==> src/rlsu_pkg.sv <==
// Package for the run-length to pixel segment unit: constants, types, helper functions.
package rlsu_pkg;

  localparam int MAX_DIMENSION = 4096;
  localparam int DIM_W         = $clog2(MAX_DIMENSION) + 1;
  localparam int COORD_W       = $clog2(MAX_DIMENSION);
  localparam int SEG_LIMIT     = 64;
  localparam int SEG_CNT_W     = $clog2(SEG_LIMIT);
  localparam int MIN_WIDTH     = 4;
  localparam int CHUNK_MAX     = 5;

  localparam logic [7:0] ALPHA_OPAQUE = 8'hFF;

  localparam logic [2:0] CH_GRAY = 3'd1;
  localparam logic [2:0] CH_RGB  = 3'd3;
  localparam logic [2:0] CH_RGBA = 3'd4;

  localparam logic [1:0] REG_CHANNEL_COUNT = 2'd0;
  localparam logic [1:0] REG_IMAGE_WIDTH   = 2'd1;
  localparam logic [1:0] REG_IMAGE_HEIGHT  = 2'd2;

  localparam logic [2:0]  RST_CHANNEL_COUNT = 3'd3;
  localparam logic [12:0] RST_IMAGE_WIDTH   = 13'd800;
  localparam logic [12:0] RST_IMAGE_HEIGHT  = 13'd600;

  typedef struct packed {
    logic ingest;
    logic start;
    logic calc_len;
    logic emit;
  } cmd_t;

  typedef struct packed {
    logic go_run;
    logic wrap_end;
    logic out_free;
    logic seg_last;
  } status_t;

  function automatic logic [DIM_W-1:0] eff_width(input logic [12:0] w);
    logic [DIM_W-1:0] r;
    if (w < 13'(MIN_WIDTH)) r = DIM_W'(MIN_WIDTH);
    else if (w > 13'(MAX_DIMENSION)) r = DIM_W'(MAX_DIMENSION);
    else r = DIM_W'(w);
    return r;
  endfunction

  function automatic logic [DIM_W-1:0] eff_height(input logic [12:0] h);
    logic [DIM_W-1:0] r;
    if (h > 13'(MAX_DIMENSION)) r = DIM_W'(MAX_DIMENSION);
    else r = DIM_W'(h);
    return r;
  endfunction

  function automatic logic [2:0] chunk_len(input logic [2:0] cc);
    logic [2:0] r;
    if (cc >= 3'(CHUNK_MAX - 1)) r = 3'(CHUNK_MAX);
    else r = cc + 3'd1;
    return r;
  endfunction

  function automatic logic [31:0] make_color(input logic [2:0] cc, input logic [31:0] cb);
    logic [31:0] r;
    case (cc)
      CH_RGB:  r = {ALPHA_OPAQUE, cb[7:0], cb[15:8], cb[23:16]};
      CH_RGBA: r = {cb[31:24], cb[7:0], cb[15:8], cb[23:16]};
      CH_GRAY: r = {ALPHA_OPAQUE, cb[7:0], cb[7:0], cb[7:0]};
      default: r = 32'd0;
    endcase
    return r;
  endfunction

endpackage

==> src/rlsu_ctrl.sv <==
// Controller state machine: byte intake, run start, segment length and emit sequencing.
module rlsu_ctrl (
  input  logic             clk,
  input  logic             rst_n,
  input  logic             in_valid,
  output logic             in_ready,
  input  rlsu_pkg::status_t status,
  output rlsu_pkg::cmd_t    cmd
);

  typedef enum logic [1:0] {
    S_IDLE,
    S_WRAP,
    S_LEN,
    S_EMIT
  } state_t;

  state_t state_r, state_nxt;

  assign in_ready = (state_r == S_IDLE);

  always_comb begin
    state_nxt = state_r;
    cmd       = '0;
    case (state_r)
      S_IDLE: begin
        if (in_valid) begin
          cmd.ingest = 1'b1;
          if (status.go_run) state_nxt = S_WRAP;
        end
      end
      S_WRAP: begin
        cmd.start = 1'b1;
        state_nxt = status.wrap_end ? S_IDLE : S_LEN;
      end
      S_LEN: begin
        cmd.calc_len = 1'b1;
        state_nxt    = S_EMIT;
      end
      S_EMIT: begin
        if (status.out_free) begin
          cmd.emit  = 1'b1;
          state_nxt = status.seg_last ? S_IDLE : S_LEN;
        end
      end
      default: state_nxt = S_IDLE;
    endcase
  end

  always_ff @(posedge clk) begin
    if (!rst_n) begin
      state_r <= S_IDLE;
    end else begin
      state_r <= state_nxt;
    end
  end

endmodule

==> src/rlsu_dpath.sv <==
// Datapath: configuration, chunk gathering, cursor, segment arithmetic and output register.
module rlsu_dpath (
  input  logic              clk,
  input  logic              rst_n,
  input  logic              cfg_we,
  input  logic [1:0]        cfg_index,
  input  logic [12:0]       cfg_data,
  input  logic [7:0]        in_byte,
  input  logic              out_ready,
  input  rlsu_pkg::cmd_t    cmd,
  output rlsu_pkg::status_t status,
  output logic              out_valid,
  output logic [63:0]       out_data,
  output logic              out_last,
  output logic              out_frame
);

  localparam int DW = rlsu_pkg::DIM_W;
  localparam int CW = rlsu_pkg::COORD_W;
  localparam int NW = rlsu_pkg::SEG_CNT_W;

  logic [2:0]    cc_r;
  logic [12:0]   width_r, height_r;
  logic [2:0]    bp_r;
  logic [7:0]    run_r;
  logic [31:0]   cbytes_r;
  logic [CW-1:0] col_r;
  logic [DW-1:0] row_r;
  logic          done_r;
  logic [7:0]    rem_r, len_r;
  logic [NW-1:0] nseg_r;
  logic [31:0]   color_r;

  logic          ovalid_r, olast_r, oframe_r;
  logic [CW-1:0] orow_r, ocol_r;
  logic [7:0]    olen_r;
  logic [31:0]   ocolor_r;

  logic [DW-1:0] w, h, row_inc, left, col_sum;
  logic [2:0]    bp_inc;
  logic          blocked, chunk_end, wrap, fin;
  logic [7:0]    run_new, rem_left;

  always_comb begin
    w         = rlsu_pkg::eff_width(width_r);
    h         = rlsu_pkg::eff_height(height_r);
    bp_inc    = bp_r + 3'd1;
    chunk_end = bp_inc >= rlsu_pkg::chunk_len(cc_r);
    blocked   = done_r || (row_r >= h);
    run_new   = (bp_r == 3'd0) ? in_byte : run_r;
    row_inc   = row_r + DW'(1);
    left      = w - DW'(col_r);
    col_sum   = DW'(col_r) + DW'(len_r);
    wrap      = col_sum >= w;
    fin       = wrap && (row_inc >= h);
    rem_left  = rem_r - len_r;

    status.go_run   = !blocked && chunk_end && (run_new != 8'd0);
    status.wrap_end = (DW'(col_r) >= w) && (row_inc >= h);
    status.out_free = !ovalid_r || out_ready;
    status.seg_last = (rem_left == 8'd0) || fin || (nseg_r == NW'(rlsu_pkg::SEG_LIMIT - 1));
  end

  // configuration
  always_ff @(posedge clk) begin
    if (!rst_n) begin
      cc_r     <= rlsu_pkg::RST_CHANNEL_COUNT;
      width_r  <= rlsu_pkg::RST_IMAGE_WIDTH;
      height_r <= rlsu_pkg::RST_IMAGE_HEIGHT;
    end else if (cfg_we) begin
      case (cfg_index)
        rlsu_pkg::REG_CHANNEL_COUNT: cc_r     <= cfg_data[2:0];
        rlsu_pkg::REG_IMAGE_WIDTH:   width_r  <= cfg_data;
        rlsu_pkg::REG_IMAGE_HEIGHT:  height_r <= cfg_data;
        default: ;
      endcase
    end
  end

  // chunk gathering and cursor
  always_ff @(posedge clk) begin
    if (!rst_n) begin
      bp_r     <= 3'd0;
      run_r    <= 8'd0;
      cbytes_r <= 32'd0;
      col_r    <= '0;
      row_r    <= '0;
      done_r   <= 1'b0;
    end else begin
      if (cmd.ingest) begin
        if (blocked) begin
          done_r <= 1'b1;
        end else begin
          case (bp_r)
            3'd0:    run_r           <= in_byte;
            3'd1:    cbytes_r[7:0]   <= in_byte;
            3'd2:    cbytes_r[15:8]  <= in_byte;
            3'd3:    cbytes_r[23:16] <= in_byte;
            3'd4:    cbytes_r[31:24] <= in_byte;
            default: ;
          endcase
          bp_r <= chunk_end ? 3'd0 : bp_inc;
        end
      end
      if (cmd.start && (DW'(col_r) >= w)) begin
        col_r <= '0;
        row_r <= row_inc;
        if (row_inc >= h) done_r <= 1'b1;
      end
      if (cmd.emit) begin
        if (wrap) begin
          col_r <= '0;
          row_r <= row_inc;
        end else begin
          col_r <= col_sum[CW-1:0];
        end
        if (fin) done_r <= 1'b1;
      end
    end
  end

  // per-run working registers
  always_ff @(posedge clk) begin
    if (cmd.start) begin
      rem_r   <= run_r;
      nseg_r  <= '0;
      color_r <= rlsu_pkg::make_color(cc_r, cbytes_r);
    end
    if (cmd.calc_len) begin
      len_r <= (DW'(rem_r) < left) ? rem_r : left[7:0];
    end
    if (cmd.emit) begin
      rem_r  <= rem_left;
      nseg_r <= nseg_r + NW'(1);
    end
  end

  // output register
  always_ff @(posedge clk) begin
    if (!rst_n) begin
      ovalid_r <= 1'b0;
    end else if (cmd.emit) begin
      ovalid_r <= 1'b1;
    end else if (out_ready) begin
      ovalid_r <= 1'b0;
    end
  end

  always_ff @(posedge clk) begin
    if (cmd.emit) begin
      orow_r   <= row_r[CW-1:0];
      ocol_r   <= col_r;
      olen_r   <= len_r;
      ocolor_r <= color_r;
      olast_r  <= status.seg_last;
      oframe_r <= fin;
    end
  end

  assign out_valid = ovalid_r;
  assign out_data  = {ocolor_r, olen_r, ocol_r, orow_r};
  assign out_last  = olast_r;
  assign out_frame = oframe_r;

endmodule

==> src/rle_run_to_pixel_segments_unit.sv <==
// Top level of the run-length to pixel segment unit.
//
//  channel | dir    | tdata / data                                    | sideband
//  in_     | slave  | [7:0] stream_byte                               | -
//  out_    | master | [11:0] row [23:12] col [31:24] len [63:32] argb | tlast, tuser[0] done
//  cfg_    | write  | index 0 chan, 1 width, 2 height                 | cfg_data [12:0]
//
// A byte is taken in the idle state; a byte that completes a chunk with a non-zero
// run while the frame is not done adds a row wrap check and, per emitted segment,
// a length and an emit state. Segment rate is set by the controller's length/emit sequence.
// A held output stalls the emit step and the input with it; after the last
// segment of a run, bytes are taken while that segment waits.
// Reset is synchronous (rst_n low); no clearing pass. Config port always ready.
module rle_run_to_pixel_segments_unit (
  input  logic        clk,
  input  logic        rst_n,
  input  logic        in_tvalid,
  output logic        in_tready,
  input  logic [7:0]  in_tdata,   // [7:0] stream_byte
  output logic        out_tvalid,
  input  logic        out_tready,
  output logic [63:0] out_tdata,  // seg_row, seg_column, seg_length, seg_color
  output logic        out_tlast,
  output logic [0:0]  out_tuser,  // [0] frame_done
  input  logic        cfg_valid,
  output logic        cfg_ready,
  input  logic [1:0]  cfg_index,
  input  logic [12:0] cfg_data
);

  rlsu_pkg::cmd_t    cmd;
  rlsu_pkg::status_t status;
  logic              frame;

  assign cfg_ready    = 1'b1;
  assign out_tuser[0] = frame;

  rlsu_ctrl u_ctrl (
    .clk      (clk),
    .rst_n    (rst_n),
    .in_valid (in_tvalid),
    .in_ready (in_tready),
    .status   (status),
    .cmd      (cmd)
  );

  rlsu_dpath u_dpath (
    .clk       (clk),
    .rst_n     (rst_n),
    .cfg_we    (cfg_valid & cfg_ready),
    .cfg_index (cfg_index),
    .cfg_data  (cfg_data),
    .in_byte   (in_tdata),
    .out_ready (out_tready),
    .cmd       (cmd),
    .status    (status),
    .out_valid (out_tvalid),
    .out_data  (out_tdata),
    .out_last  (out_tlast),
    .out_frame (frame)
  );

  a_emit_free: assert property (@(posedge clk) disable iff (!rst_n)
    cmd.emit |-> (!out_tvalid || out_tready))
    else $error("segment emitted over an untaken transaction");

  a_no_intake_in_run: assert property (@(posedge clk) disable iff (!rst_n)
    cmd.emit |-> !in_tready)
    else $error("byte intake open during segment emission");

  a_frame_ends_run: assert property (@(posedge clk) disable iff (!rst_n)
    (out_tvalid && out_tuser[0]) |-> out_tlast)
    else $error("frame end not marked as last segment of run");

  a_emit_loads: assert property (@(posedge clk) disable iff (!rst_n)
    cmd.emit |=> out_tvalid)
    else $error("emitted segment not presented");

endmodule
==> config.mk <==
export PLATFORM = sky130hd
export DESIGN_NAME = rle_run_to_pixel_segments_unit
export DESIGN_NICKNAME = d
export VERILOG_FILES = /design/src/rlsu_pkg.sv /design/src/rlsu_ctrl.sv /design/src/rlsu_dpath.sv /design/src/rle_run_to_pixel_segments_unit.sv
export SDC_FILE = /design/constraint.sdc
export NUM_CORES = 1
export LEC_CHECK = 0
export ABC_AREA = 1
export BUFFER_PORTS_ARGS = -buffer_cell sky130_fd_sc_hd__buf_2
export CORE_MARGIN = 8
export CORE_UTILIZATION = 41
export DETAILED_ROUTE_END_ITERATION = 8
export PLACE_DENSITY = 0.67
export SYNTH_ARGS = -nofsm -noshare
export SYNTH_HDL_FRONTEND = slang
export SYNTH_SLANG_ARGS = --single-unit
==> constraint.sdc <==
create_clock -name clk -period 4.66 [get_ports clk]
set_input_delay 0.233 -clock clk [delete_from_list [all_inputs] [get_ports clk]]
set_output_delay 0.233 -clock clk [all_outputs]
set_load 0.01 [all_outputs]
==> impl_metrics.json, run 1 <==
{
  "finalHoldViolations": 0,
  "tns_ps": 0,
  "grt_pass1_vias": 9079,
  "period_minus_slack_ps": 3980,
  "max-slew-margin-rel_pct": 33.1,
  "drt_iter0_markers": 559,
  "cts_tree": "done",
  "crit_chain": "inv_1, fa_1, o31ai_1, a21oi_1, inv_1, nand2_1, nor3_1, ha_1, nand2_1, inv_1, nand3_1, inv_1, a21oi_1, nand3_1, nand2_1, nand2_4, inv_2, nor2_1, nor2_1",
  "cts_made_buffers": 25,
  "slowest_stage": "fa_1",
  "multi_input_area_um2": 4880,
  "grtUsageTotal_pct": 16.5,
  "synth_top_area_cell": "edfxtp_1",
  "drive_above_1_share_pct": 10.9,
  "syn-cell-area_um2": 11500,
  "status": "completed",
  "maxSlewViolCount": 0,
  "vias": 9222,
  "rsz0062_at_grt": "false",
  "diodes": 0,
  "cts_max_level": 1,
  "r2r_start": "u_dpath.len_r[1]",
  "worstHoldEndpoint": "u_dpath.cc_r[1]",
  "instances_no_fill": 1850,
  "rr_worst_depth": 19,
  "whs_path_depth": 3,
  "route.detailed.drc": 0,
  "cp.buffers_inverters": 5,
  "seq_area_frac_synth_pct": 49.1,
  "pin_count": 97,
  "synth_cell_type_count": 45,
  "fin_area_um2": 13300,
  "synth_top_area_share_pct": 31.4,
  "antenna_found_initial": 1,
  "vdd.ir_drop.worst_mv": 0.241,
  "cp_max_fo": 12,
  "place_inst": 1793,
  "holdCritPathClass": "input pin to flip-flop",
  "start_util_pct": 41.5,
  "drv_cap": 0,
  "syn_area_per_cell_um2": 8.51,
  "syn_inst": 1346,
  "die-height_um": 183,
  "wirelength_um": 27500,
  "max_freq_mhz": 251,
  "dr.pass1.iters": 5,
  "clock_latency_ps": 530,
  "critPathRequiredTime_ps": 5130,
  "regArea_um2": 5630,
  "fin_worst_skew_ps": 21.3,
  "final_nets": 1571,
  "crit_top_cell": "inv_1",
  "syn_to_final_growth_pct": 15.6,
  "cp_top_family": "simple AND/OR/NAND/NOR gates",
  "synth_edf_count": 120,
  "setup_viol": 0,
  "routed_via_density": 4.98,
  "max-clock-path-buffers": 3,
  "tightest_slew_ps": 1000,
  "clockRootBuffer": "clkbuf_16",
  "dp_hpwl_um": 20000,
  "rows": 61,
  "drt-wirelength-per-cell_um": 14.9,
  "synthFlopType": "edfxtp_1",
  "die_w_um": 183,
  "async_flop_share_pct": 0,
  "gr-total-overflow": 0,
  "endpoint_kind": "flip-flop",
  "slowest_delay_ps": 510,
  "leakage_uw": 0.00600,
  "core_area_um2": 27600,
  "postRouteAntennaNets": 0,
  "syn-num-nets": 1464,
  "placed_area_um2": 12300,
  "hold-worst-slack_ps": 25.8,
  "r2r_slack_ps": 680,
  "grt_pass1_wl_um": 45900,
  "yosys_register_bits": 221,
  "cts.sinks": 221,
  "path_clk_slew_ps": 60,
  "path_class": "flip-flop to flip-flop",
  "synth_area_leaders": "edfxtp_1 (31%), dfxtp_1 (18%), ha_1 (9.5%)",
  "yosys_warnings": 0,
  "die-area_um2": 33600,
  "powerDensity_nw_per_um2": 465,
  "startpoint_type": "flip-flop",
  "hp-start": "cfg_data[1]",
  "io_buffer_count": 95,
  "critPathArrivalTime_ps": 4450,
  "grt_max_degree": 87,
  "r2r-end": "u_dpath.row_r[2]",
  "nFillCells": 2682,
  "place.gp.congestion": 0.897,
  "timing.final.crit_share_pct": 85.4
}
-- where the power goes --
part	switching [uW]	internal, uW	total (uW)
clock	790	1150	1940
sequential	173	2420	2600
combinational	1070	549	1620
total	2040	4120	6160
-- flip-flops by register name, indices dropped and copies added (netlist names), 12 cells and up --
| signal | flops |
|---|---|
| u_dpath.cbytes_r | 32 |
| u_dpath.col_r | 12 |
| u_dpath.color_r | 32 |
| u_dpath.height_r | 13 |
| u_dpath.ocol_r | 12 |
| u_dpath.ocolor_r | 32 |
| u_dpath.orow_r | 12 |
| u_dpath.row_r | 13 |
| u_dpath.width_r | 13 |
-- cells in the mapped netlist, types with 2 or more instances --
cell and count:
a31oi_1 4, inv_1 210, edfxtp_1 120, nand3_1 74, inv_2 2, xor2_1 20
ha_1 87, clkbuf_1 17, nor4_1 6, buf_4 5, nor2_2 2, nand2_1 269
nand2_2 4, nand3_2 2, xnor2_1 4, nand2_4 2, o211ai_1 3, o21bai_1 6
nand3b_1 4, dfxtp_1 101, o21ai_0 104, nand4_1 30, nor3_1 13, buf_2 9
a21oi_1 105, nor2_1 120, a21o_1 3, fa_1 3
-- area by class of cell --
cell class | count | share of cell area, %
clock inverter | 9 | 0.519
timing repair buffer | 113 | 4.81
clock buffer | 37 | 5.78
sequential | 221 | 42.4
tap | 378 | 3.57
inverter | 213 | 6.03
multi-input combinational | 879 | 36.8
-- through the flow --
stage | utilization [%] | setup slack [ps] | total power, uW
3_5_place_dp | 44.5 | 697 | 4230
5_1_grt | 48.0 | 339 | 6580
6_report | 48.0 | 682 | 6160
2_1_floorplan | - | 1390 | 3800
4_1_cts | 48.0 | 653 | 6210
3_3_place_gp | 44.5 | 648 | 4180
-- cell usage in the layout, fill, tap and decap left out, types with 2 or more instances in the layout --
cell type | Yosys | routed
a21o_1 | 3 | 3
a21oi_1 | 105 | 105
a31oi_1 | 4 | 4
buf_2 | 9 | 95
buf_4 | 5 | 7
clkbuf_1 | 17 | 7
clkbuf_16 | 0 | 29
clkinv_1 | 1 | 2
clkinv_2 | 0 | 4
dfxtp_1 | 101 | 101
dlygate4sd3_1 | 0 | 11
edfxtp_1 | 120 | 120
fa_1 | 3 | 3
ha_1 | 87 | 87
inv_1 | 210 | 210
inv_2 | 2 | 2
nand2_1 | 269 | 269
nand2_2 | 4 | 4
nand2_4 | 2 | 2
nand3_1 | 74 | 74
nand3_2 | 2 | 2
nand3b_1 | 4 | 4
nand4_1 | 30 | 30
nor2_1 | 120 | 119
nor2_2 | 2 | 2
nor2_4 | 1 | 2
nor3_1 | 13 | 13
nor4_1 | 6 | 6
o211ai_1 | 3 | 3
o21ai_0 | 104 | 104
o21bai_1 | 6 | 6
xnor2_1 | 4 | 4
xor2_1 | 20 | 20
-- worst register-to-register path: stages (launching register included) --
cell and delay [ps]:
edfxtp_1 480, inv_1 140, fa_1 510, o31ai_1 410, a21oi_1 190, inv_1 80, nand2_1 80, nor3_1 150
ha_1 290, nand2_1 80, inv_1 50, nand3_1 80, inv_1 50, a21oi_1 140, nand3_1 220, nand2_1 460
nand2_4 140, inv_2 220, nor2_1 80, nor2_1 90
-- worst max-delay path by stage --
stage,startpoint,end,depth (start not counted)
6_report,u_dpath.len_r[1],u_dpath.row_r[2],19
5_1_grt,u_dpath.len_r[0],u_dpath.row_r[5],20
4_1_cts,u_dpath.len_r[0],u_dpath.row_r[10],20
3_5_place_dp,u_dpath.len_r[0],u_dpath.row_r[2],20
3_3_place_gp,u_dpath.len_r[1],u_dpath.row_r[2],19
2_1_floorplan,u_dpath.width_r[11],u_dpath.len_r[1],22
-- what timing repair did --
action / in CTS / in global routing
hold buffers: 11 / 0
setup buffers: 0 / 0
gates resized for setup: 0 / 0
hold endpoints to repair: 21 / 0
-- logic make-up (layout without fill, tap and decap cells) --
logic type               count (synthesis)  in the layout  synth area share (%)
adder cells (fa/ha/maj)                 90             90                  10.0
AO/OA/AOI/OAI                          232            232                  10.6
other                                    1              1                0.0327
buffers and inverters                  246            372                  8.38
XOR/XNOR                                25             25                  1.98
AND/OR/NAND/NOR                        531            531                  19.9
flip-flops                             221            221                  49.1
-- per-layer routing --
| metal | vias up | global-route usage, % | routed length (um) | part of all wire (%) |
|---|---|---|---|---|
| met5 | - | 0 | 13 | 0.047 |
| met4 | 2 | 5.37 | 773 | 2.8 |
| met3 | 55 | 2.67 | 1570 | 5.7 |
| met2 | 243 | 28.2 | 13000 | 47 |
| met1 | 4251 | 21.0 | 12100 | 44 |
| li1 | 4671 | - | - | - |
(Power assumes the default switching activity.)
==> run 2: changes to the inputs <==
==> constraint.sdc (replaced) <==
create_clock -name clk -period 4.8 [get_ports clk]
set_input_delay 0.24 -clock clk [delete_from_list [all_inputs] [get_ports clk]]
set_output_delay 0.24 -clock clk [all_outputs]
set_load 0.01 [all_outputs]
==> run 2 against run 1 <==
Sequential power down 3%. Non-clock buffer count is 3 lower. Combinational power down 3%. Cell area fell by 1.0%. Global-route usage shrank 0.11 points. Setup slack gained 220 ps. Via count down 0.73%. Die area unchanged. First-iteration DRC count grew 1.3%. Critical path depth rose by 3. Clock-buffer cell count is 1 higher. Critical endpoint is now u_dpath.len_r[3].
==> impl_metrics.json, run 2 (synthesis results as in run 1) <==
{
  "grt_pass1_wl_um": 45300,
  "cts_made_buffers": 24,
  "grt_max_degree": 76,
  "vias": 9155,
  "final_cell_mix": "nand2_1 (269), inv_1 (210), edfxtp_1 (120), nor2_1 (119), a21oi_1 (105)",
  "tns_ps": 0,
  "dr.pass1.iters": 6,
  "rr_worst_depth": 22,
  "syn_to_final_growth_pct": 14.4,
  "status": "completed",
  "startpoint_type": "flip-flop",
  "timing.final.crit_share_pct": 81.1,
  "grt_pass1_vias": 8914,
  "final_nets": 1567,
  "crit_top_cell": "nand2_1",
  "hold-worst-slack_ps": 27.6,
  "drive_above_1_share_pct": 10.4,
  "max_freq_mhz": 257,
  "start_util_pct": 41.5,
  "die-height_um": 183,
  "rsz0062_at_grt": "false",
  "drt-wirelength-per-cell_um": 14.9,
  "grtUsageTotal_pct": 16.4,
  "path_class": "flip-flop to flip-flop",
  "place.gp.congestion": 0.938,
  "routed_via_density": 4.96,
  "cts_max_level": 1,
  "fin_worst_skew_ps": 9.59,
  "cts.sinks": 221,
  "drv_cap": 0,
  "gr-total-overflow": 0,
  "diodes": 0,
  "finalHoldViolations": 0,
  "tightest_slew_ps": 1140,
  "hp-start": "cfg_data[1]",
  "slowest_delay_ps": 540,
  "route.detailed.drc": 0,
  "r2r_start": "u_dpath.width_r[9]",
  "drt_iter0_markers": 566,
  "setup_viol": 0,
  "vdd.ir_drop.worst_mv": 0.229,
  "crit_chain": "inv_1, nand4_1, nor3_1, nand4_1, nand2_1, nand3_1, fa_1, o21ai_2, xor2_1, inv_1, ha_1, nand2_1, inv_1, o21ai_0, nand3_1, nand3_1, nand3b_1, nand2_1, nand2_2, nand3_4, nand2_1, nand2_1",
  "whs_path_depth": 3,
  "max-slew-margin-rel_pct": 23.2,
  "die_w_um": 183,
  "die-area_um2": 33600,
  "critPathArrivalTime_ps": 4160,
  "core_area_um2": 27600,
  "dp_hpwl_um": 20100,
  "rows": 61,
  "cts_tree": "done",
  "clock_latency_ps": 520,
  "max-clock-path-buffers": 3,
  "wirelength_um": 27500,
  "clockRootBuffer": "clkbuf_16",
  "r2r-end": "u_dpath.len_r[3]",
  "leakage_uw": 0.00593,
  "path_clk_slew_ps": 60,
  "slowest_stage": "fa_1",
  "critPathRequiredTime_ps": 5070,
  "cp_max_fo": 9,
  "postRouteAntennaNets": 0,
  "final_common_cell": "nand2_1",
  "antenna_found_initial": 1,
  "r2r_slack_ps": 910,
  "io_buffer_count": 95,
  "maxSlewViolCount": 0,
  "worstHoldEndpoint": "u_dpath.cc_r[1]",
  "holdCritPathClass": "input pin to flip-flop",
  "endpoint_kind": "flip-flop",
  "powerDensity_nw_per_um2": 441,
  "period_minus_slack_ps": 3890,
  "pin_count": 97,
  "reg_top3": "u_dpath.cbytes_r: 32 flops, u_dpath.color_r: 32 flops, u_dpath.ocolor_r: 32 flops"
}
## run 2: cell types whose count changed in the layout (fill, tap and decap cells not counted), sizes merged
| cell | before | now |
|---|---|---|
| buf | 102 | 100 |
| clkbuf | 37 | 38 |
| clkinv | 6 | 5 |
| dlygate4sd3 | 11 | 10 |
| inv | 215 | 213 |
## run 2: critical path, delay by kind of cell, from the launching register on
kind,cells,cell delay [ps]
buf+inv,3,230
simple gates,14,1690
flops,1,290
fa+ha+maj,2,830
xor+xnor,1,260
compound gates,2,340
## run 2: worst max-delay path by stage
stage	startpoint	endpoint	depth (start not counted)
finish	u_dpath.width_r[9]	u_dpath.len_r[3]	22
global route	u_dpath.len_r[0]	u_dpath.col_r[1]	18
CTS	u_dpath.len_r[0]	u_dpath.col_r[11]	18
detailed placement	u_dpath.len_r[0]	u_dpath.col_r[11]	18
global placement	u_dpath.width_r[9]	u_dpath.len_r[6]	22
floorplan	u_dpath.width_r[11]	u_dpath.len_r[1]	22
## run 2: timing repair
action                                 CTS  global route
setup buffers                            0             0
hold buffers                             9             1
resized for setup                        0             0
endpoints found under the hold margin   15             1
## run 2: metal layers
metal	global-route usage, %	wire length (um)
met4	5.50	654
met1	20.7	12200
met5	0	13
met2	27.9	13000
met3	3.03	1600
## run 2: through the flow
step           area, um^2  utilization [%]  setup WS (ps)  power (uW)  instances
5_1_grt             13100             47.5            435        6180       1845
4_1_cts             13100             47.4            870        5820       1844
3_5_place_dp        12300             44.5            883        4110       1791
6_report            13100             47.5            906        5790       1845
2_1_floorplan       11500                -           1530        3690       1346
3_3_place_gp        12300             44.5            993        4060       1791
## run 2: final cells by class
type | count | area [um^2]
multi-input cells | 879 | 4880
fillers | 2643 | 14500
clock buffers | 38 | 677
inverters | 213 | 800
flip-flops and latches | 221 | 5630
repair buffers | 110 | 613
well taps | 378 | 473
clock inverters | 6 | 45.0
## run 2: report_power, final
| group | total, uW | switching, uW | internal (uW) |
|---|---|---|---|
| Sequential | 2520 | 166 | 2350 |
| Combinational | 1570 | 1040 | 531 |
| Clock | 1690 | 725 | 970 |
| Total | 5790 | 1930 | 3850 |
